===== src/rtl/vscs_pkg.sv =====
// shared types, constants and tables of the vehicle speed command shaper
package vscs_pkg;

	localparam int CfgIdxW  = 3;
	localparam int CfgDataW = 32;

	// item queue between front and back, a power of two
	localparam int QueueDepth = 2;
	localparam int QPtrW      = $clog2(QueueDepth);

	typedef enum logic [CfgIdxW-1:0] {
		REG_INV_WHEELBASE   = 3'd0,
		REG_MAX_STEER_ANGLE = 3'd1,
		REG_INV_MAX_SPEED   = 3'd2,
		REG_ACCEL_LIMIT     = 3'd3,
		REG_BRAKE_LIMIT     = 3'd4,
		REG_POSE_TIMEOUT    = 3'd5
	} reg_idx_t;

	localparam logic [15:0] InvWheelbaseRst  = 16'd985;
	localparam logic [14:0] MaxSteerAngleRst = 15'd7149;
	localparam logic [15:0] InvMaxSpeedRst   = 16'd4369;
	localparam logic [15:0] AccelLimitRst    = 16'd2560;
	localparam logic [15:0] BrakeLimitRst    = 16'd256;
	localparam logic [31:0] PoseTimeoutRst   = 32'd32768;

	localparam logic [16:0] AngleClamp   = 17'd100000;
	localparam logic [13:0] CoastFrac    = 14'd13107;
	localparam logic [17:0] DeltaSat     = 18'd131072;
	localparam logic [23:0] TanOverflow  = 24'd524288;
	localparam logic [33:0] CordicInitX  = 34'd1073741824;
	localparam int          CordicSteps  = 16;
	localparam int          SqrtSteps    = 16;
	localparam int          DivSteps     = 46;

	typedef struct packed {
		logic               command;
		logic signed [15:0] vel_x;
		logic signed [15:0] vel_y;
		logic signed [15:0] throttle;
		logic signed [15:0] steering;
		logic [31:0]        stamp;
	} item_t;

	typedef struct packed {
		logic  valid;
		item_t item;
	} queue_head_t;

	// atan(2^-i) in Q.16 rad
	function automatic logic [15:0] atan_lut(input logic [3:0] i);
		logic [15:0] r;
		case (i)
			4'd0:    r = 16'd51472;
			4'd1:    r = 16'd30386;
			4'd2:    r = 16'd16055;
			4'd3:    r = 16'd8150;
			4'd4:    r = 16'd4091;
			4'd5:    r = 16'd2047;
			4'd6:    r = 16'd1024;
			4'd7:    r = 16'd512;
			4'd8:    r = 16'd256;
			4'd9:    r = 16'd128;
			4'd10:   r = 16'd64;
			4'd11:   r = 16'd32;
			4'd12:   r = 16'd16;
			4'd13:   r = 16'd8;
			4'd14:   r = 16'd4;
			default: r = 16'd2;
		endcase
		return r;
	endfunction

endpackage


===== src/rtl/vscs_ifs.sv =====
// request channel interfaces of the vehicle speed command shaper
interface vscs_in_if;
	logic               valid;
	logic               ready;
	logic               command;
	logic signed [15:0] vel_x;
	logic signed [15:0] vel_y;
	logic signed [15:0] throttle;
	logic signed [15:0] steering;
	logic [31:0]        stamp;

	modport source (output valid, command, vel_x, vel_y, throttle, steering, stamp,
		input ready);
	modport sink (input valid, command, vel_x, vel_y, throttle, steering, stamp,
		output ready);
endinterface



===== src/rtl/vscs_front.sv =====
// front end: accepts requests, tags their kind and queues them for the back end
module vscs_front (
	input  logic                  clk,
	input  logic                  arst_n,
	vscs_in_if.sink               in_ch,
	input  logic                  pop,
	output vscs_pkg::queue_head_t head
);
	import vscs_pkg::*;

	item_t            mem_q [QueueDepth];
	logic [QPtrW-1:0] wr_ptr_q;
	logic [QPtrW-1:0] rd_ptr_q;
	logic [QPtrW:0]   count_q;
	logic             push;
	logic             pull;
	item_t            in_item;

	assign in_ch.ready = (count_q != QueueDepth[QPtrW:0]);
	assign push = in_ch.valid && in_ch.ready;
	assign pull = pop && (count_q != '0);

	// any nonzero command bit marks a throttle and steering request
	always_comb begin
		in_item.command  = (in_ch.command != 1'b0);
		in_item.vel_x    = in_ch.vel_x;
		in_item.vel_y    = in_ch.vel_y;
		in_item.throttle = in_ch.throttle;
		in_item.steering = in_ch.steering;
		in_item.stamp    = in_ch.stamp;
	end

	assign head.valid = (count_q != '0);
	assign head.item  = mem_q[rd_ptr_q];

	always_ff @(posedge clk or negedge arst_n) begin
		if (!arst_n) begin
			wr_ptr_q <= '0;
			rd_ptr_q <= '0;
			count_q  <= '0;
		end else begin
			if (push) wr_ptr_q <= wr_ptr_q + 1'b1;
			if (pull) rd_ptr_q <= rd_ptr_q + 1'b1;
			if (push && !pull) count_q <= count_q + 1'b1;
			else if (pull && !push) count_q <= count_q - 1'b1;
		end
	end

	always_ff @(posedge clk) begin
		if (push) mem_q[wr_ptr_q] <= in_item;
	end

endmodule


===== src/flat_wrapper.sv =====
// flat-port wrapper written by rule: the top's interface ports become plain ports
module vscs_front_flat import vscs_pkg::*;
  (clk, arst_n, pop, head, in_ch_valid, in_ch_command, in_ch_vel_x, in_ch_vel_y, in_ch_throttle, in_ch_steering, in_ch_stamp, in_ch_ready);
  vscs_in_if in_ch_i ();
  input  logic clk;
  input  logic arst_n;
  input  logic pop;
  output vscs_pkg::queue_head_t head;
  input wire logic [$bits(in_ch_i.valid)-1:0] in_ch_valid;
  input wire logic [$bits(in_ch_i.command)-1:0] in_ch_command;
  input wire logic [$bits(in_ch_i.vel_x)-1:0] in_ch_vel_x;
  input wire logic [$bits(in_ch_i.vel_y)-1:0] in_ch_vel_y;
  input wire logic [$bits(in_ch_i.throttle)-1:0] in_ch_throttle;
  input wire logic [$bits(in_ch_i.steering)-1:0] in_ch_steering;
  input wire logic [$bits(in_ch_i.stamp)-1:0] in_ch_stamp;
  output wire logic [$bits(in_ch_i.ready)-1:0] in_ch_ready;
  assign in_ch_i.valid = in_ch_valid;
  assign in_ch_i.command = in_ch_command;
  assign in_ch_i.vel_x = in_ch_vel_x;
  assign in_ch_i.vel_y = in_ch_vel_y;
  assign in_ch_i.throttle = in_ch_throttle;
  assign in_ch_i.steering = in_ch_steering;
  assign in_ch_i.stamp = in_ch_stamp;
  assign in_ch_ready = in_ch_i.ready;
  vscs_front u_core (.clk(clk), .arst_n(arst_n), .in_ch(in_ch_i), .pop(pop), .head(head));
endmodule

===== config.mk =====
export PLATFORM = sky130hd
export DESIGN_NAME = vscs_front_flat
export DESIGN_NICKNAME = d
export VERILOG_FILES = /design/src/rtl/vscs_pkg.sv /design/src/rtl/vscs_ifs.sv /design/src/rtl/vscs_front.sv /design/src/flat_wrapper.sv
export SDC_FILE = /design/constraint.sdc
export NUM_CORES = 1
export LEC_CHECK = 0
export BUFFER_PORTS_ARGS = -buffer_cell sky130_fd_sc_hd__buf_2
export CAP_MARGIN = 20
export CORE_MARGIN = 4
export CORE_UTILIZATION = 50
export DETAILED_ROUTE_END_ITERATION = 12
export PLACE_DENSITY = 0.87
export SLEW_MARGIN = 20
export SYNTH_ARGS = -nofsm -noshare
export SYNTH_HDL_FRONTEND = slang
export SYNTH_SLANG_ARGS = --single-unit

===== constraint.sdc =====
create_clock -name clk -period 6.65 [get_ports clk]
set_input_delay 0.3325 -clock clk [delete_from_list [all_inputs] [get_ports clk]]
set_output_delay 0.3325 -clock clk [all_outputs]
set_load 0.005 [all_outputs]

==> impl_metrics.prom <==
# TYPE chip_impl_metric gauge
chip_impl_metric{name="clock_skew",unit="ps"} 8.77
chip_impl_metric{name="dpl.cell_count",unit=""} 692
chip_impl_metric{name="start_util",unit="%"} 51.8
chip_impl_metric{name="synth_adder_area_share",unit="%"} 0.172
chip_impl_metric{name="critical_path_required",unit="ps"} 6320
chip_impl_metric{name="grt_pass1_wl",unit="mm"} 20.2
chip_impl_metric{name="power-per-cell-area",unit="mW/mm^2"} 431
chip_impl_metric{name="grt_start_max_net_pins",unit=""} 51
chip_impl_metric{name="boundaryPins",unit=""} 200
chip_impl_metric{name="h-tree-depth",unit=""} 4
chip_impl_metric{name="detail_route.drc_violations",unit=""} 0
chip_impl_metric{name="dp_hpwl",unit="mm"} 9.06
chip_impl_metric{name="row_count",unit=""} 43
chip_impl_metric{name="cts_setup_buffers",unit=""} 0
chip_impl_info{name="hp-class",value="input pin to flop"} 1
chip_impl_metric{name="final_net_count",unit=""} 634
chip_impl_info{name="final_cell_mix",value="sky130_fd_sc_hd__buf_2, sky130_fd_sc_hd__edfxtp_1, sky130_fd_sc_hd__mux2_2"} 1
chip_impl_metric{name="tritoncts_num_sinks",unit=""} 198
chip_impl_metric{name="maximum_vdd_drop",unit="mV"} 0.209
chip_impl_metric{name="register_area",unit="sq mm"} 0.00593
chip_impl_info{name="critPathCaptureType",value="output port"} 1
chip_impl_metric{name="via_count_of_the_first_global_routing_pass",unit=""} 4007
chip_impl_metric{name="wire_per_inst",unit="um"} 18.3
chip_impl_metric{name="port_buffers",unit=""} 199
chip_impl_metric{name="netlist-cell-type-count",unit=""} 15
chip_impl_metric{name="max_cap_viol_count",unit=""} 0
chip_impl_metric{name="yosys.area_share.simple",unit="%"} 0.465
chip_impl_metric{name="multiInputGateArea",unit="sq mm"} 0.00127
chip_impl_metric{name="total_power",unit="mW"} 3.92
chip_impl_metric{name="overflow",unit=""} 0
chip_impl_metric{name="layout-area-overhead-vs-synth",unit="%"} 25.1
chip_impl_metric{name="number_of_search_and_repair_iterations_in_the_first_detailed_routing_pass",unit=""} 4
chip_impl_metric{name="drt-total-wl",unit="mm"} 13.3
chip_impl_metric{name="drt_iter0_drc",unit=""} 172
chip_impl_metric{name="relSlewSlack",unit="%"} 52.5
chip_impl_metric{name="arrival",unit="ps"} 2580
chip_impl_metric{name="fin_ws",unit="ps"} 3740
chip_impl_info{name="layout.cells.most_common",value="sky130_fd_sc_hd__buf_2"} 1
chip_impl_metric{name="postLayoutCellArea",unit="sq mm"} 0.00909
chip_impl_metric{name="final_min_period_over_clock_period",unit="%"} 43.8
chip_impl_metric{name="chipHeight",unit="um"} 129
chip_impl_metric{name="vias",unit=""} 3620
chip_impl_metric{name="preCtsSetupSlack",unit="ps"} 4140
chip_impl_metric{name="synth.yosys.warnings",unit=""} 0
chip_impl_metric{name="clock_insertion_delay_at_the_later_pin_of_the_skew_report",unit="ps"} 420
chip_impl_metric{name="yosysSeqAreaShare",unit="%"} 81.5
chip_impl_metric{name="grt_antenna_before_repair",unit=""} 1
chip_impl_info{name="critPathKind",value="flop to output port"} 1
chip_impl_metric{name="setup_violations",unit=""} 0
chip_impl_metric{name="synth-compound-area-share",unit="%"} 0
chip_impl_metric{name="postSynthAreaPerCell",unit="sq um"} 22.7
chip_impl_metric{name="antenna_violating_nets_post_route",unit=""} 0
chip_impl_metric{name="synthMuxAreaShare",unit="%"} 16.1
chip_impl_metric{name="groute.layer.met3.usage",unit="%"} 6.43
chip_impl_info{name="busiest_layer",value="met2"} 1
chip_impl_info{name="cts_tree",value="done"} 1
chip_impl_metric{name="layout.filler_cells",unit=""} 975
chip_impl_metric{name="clk_pin_slew_worst_paths",unit="ps"} 70
chip_impl_metric{name="clock_path_buffers",unit=""} 2
chip_impl_metric{name="finalSetupTns",unit="ps"} 0
chip_impl_metric{name="syn-instance-count",unit=""} 320
chip_impl_metric{name="max_freq",unit="MHz"} 343
chip_impl_metric{name="max_slew.worst_pin.slew",unit="ps"} 712
chip_impl_metric{name="synth_seq_cells",unit=""} 198
chip_impl_metric{name="final_critical_path_time_including_i_o_delays_and_setup",unit="ps"} 2910
chip_impl_metric{name="cts_resized",unit=""} 0
chip_impl_metric{name="slew_violations",unit=""} 0
chip_impl_metric{name="use_met2",unit="%"} 28.2
chip_impl_metric{name="grt_use_total",unit="%"} 16.3
chip_impl_metric{name="p_leak",unit="nW"} 3.47
chip_impl_info{name="unrepaired_setup_endpoints_after_global_routing",value="no"} 1
chip_impl_metric{name="synth-xor-area-share",unit="%"} 0.603
chip_impl_info{name="status",value="complete, no violations"} 1
chip_impl_metric{name="synthesis.nets",unit=""} 422
chip_impl_metric{name="antenna_cells_inserted",unit=""} 0
chip_impl_info{name="element_type_at_the_critical_path_start",value="flop"} 1
chip_impl_metric{name="core_area",unit="sq mm"} 0.0140
chip_impl_metric{name="critPathMaxFanout",unit=""} 50
chip_impl_metric{name="cts_inserted_buffers",unit=""} 17
chip_impl_metric{name="detailed_route_vias_per_instance",unit=""} 4.99
chip_impl_metric{name="syn-cell-area",unit="sq mm"} 0.00727
chip_impl_info{name="combinational_family_with_the_most_area_after_synthesis",value="multiplexers"} 1
chip_impl_metric{name="place.gp.congestion",unit=""} 0.715
chip_impl_info{name="clock_tree.root_cell",value="sky130_fd_sc_hd__clkbuf_16"} 1
chip_impl_metric{name="hold_violations",unit=""} 0
chip_impl_metric{name="post_dp_cell_area",unit="sq mm"} 0.00845
chip_impl_metric{name="groute.layer.met1.usage",unit="%"} 18.9
chip_impl_metric{name="die-width",unit="um"} 129
chip_impl_metric{name="drive_above_1_share",unit="%"} 60.9
chip_impl_metric{name="instances_no_fill",unit=""} 725
chip_impl_metric{name="fp.dieArea",unit="sq mm"} 0.0165
[final timing paths]
kind / from / end / slack [ps] / cells after the start
hold / removal: in_ch_throttle[13] / u_core.mem_q[1][61]$_DFFE_PP_ / 100 / 1
setup reg to reg: u_core.count_q[0]$_DFFE_PN0P_ / u_core.mem_q[0][3]$_DFFE_PP_ / 4250 / 5
setup / recovery: u_core.rd_ptr_q$_DFFE_PN0P_ / head[89] / 3740 / 3
max in group asynchronous: arst_n / u_core.rd_ptr_q$_DFFE_PN0P_ / 6260 / 2
hold reg to reg: u_core.count_q[0]$_DFFE_PN0P_ / u_core.count_q[0]$_DFFE_PN0P_ / 540 / 1
min in group asynchronous: arst_n / u_core.wr_ptr_q$_DFFE_PN0P_ / 240 / 2
[report_power, final]
group	switching (mW)	leakage, nW	internal [mW]
clock	0.407	0.305	0.661
sequential	0.133	1.85	1.71
combinational	0.472	1.32	0.539
[synthesized netlist by cell type]
| master | n | area, sq um |
|---|---|---|
| sky130_fd_sc_hd__ha_1 | 1 | 12.5 |
| sky130_fd_sc_hd__buf_6 | 4 | 45.0 |
| sky130_fd_sc_hd__inv_1 | 1 | 3.75 |
| sky130_fd_sc_hd__nor2_1 | 2 | 7.51 |
| sky130_fd_sc_hd__or2_2 | 1 | 6.26 |
| sky130_fd_sc_hd__mux2_2 | 77 | 867 |
| sky130_fd_sc_hd__nand2_1 | 2 | 7.51 |
| sky130_fd_sc_hd__edfxtp_1 | 194 | 5830 |
| sky130_fd_sc_hd__nand2b_1 | 1 | 6.26 |
| sky130_fd_sc_hd__dfrtp_1 | 4 | 100 |
| sky130_fd_sc_hd__xor2_1 | 2 | 17.5 |
| sky130_fd_sc_hd__xnor2_1 | 3 | 26.3 |
| sky130_fd_sc_hd__buf_2 | 7 | 35.0 |
| sky130_fd_sc_hd__mux2_4 | 20 | 300 |
| sky130_fd_sc_hd__and3_1 | 1 | 6.26 |
[cell families after synthesis]
kind of cell | count (synthesis)
XOR/XNOR | 5
adder cells (fa/ha/maj) | 1
buffers and inverters | 12
flip-flops | 198
multiplexers | 97
AND/OR/NAND/NOR | 7
[critical path, stage by stage, from the launching register on]
cell                      delay, ps
sky130_fd_sc_hd__dfrtp_4        900
sky130_fd_sc_hd__buf_4          700
sky130_fd_sc_hd__mux2_2         420
sky130_fd_sc_hd__buf_2          130
[registers in the layout (all words and copies together) (netlist names)]
name             cells
u_core.mem_q       194
u_core.rd_ptr_q      1
u_core.wr_ptr_q      1
u_core.count_q       2
[layer usage]
layer,share of wire [%],vias up
li1,-,1687
met1,40,1781
met2,51,133
met3,7.8,17
met4,1.2,2
met5,0.11,-
[area by class of cell]
cell class              count  area share (%)
clock buffers              24            5.30
clock inverters             8            1.61
inverters                   1          0.0413
multi-input cells         110            14.0
flip-flops and latches    198            65.2
well taps                 180            2.48
repair buffers            204            11.4
[through the flow]
| stage | hold slack, ps | utilization, % |
|---|---|---|
| after global routing | 69.4 | 64.8 |
| final | 100 | 64.8 |
| after global placement | 144 | 60.2 |
| after detailed placement | 147 | 60.2 |
| after CTS | 81.8 | 64.8 |
| after floorplan | 36.9 | - |
[repair_timing]
action	in CTS	in global routing
hold endpoints to repair	4	0
hold buffers	1	0
setup endpoints to repair	0	0
(Power assumes the default switching activity.)
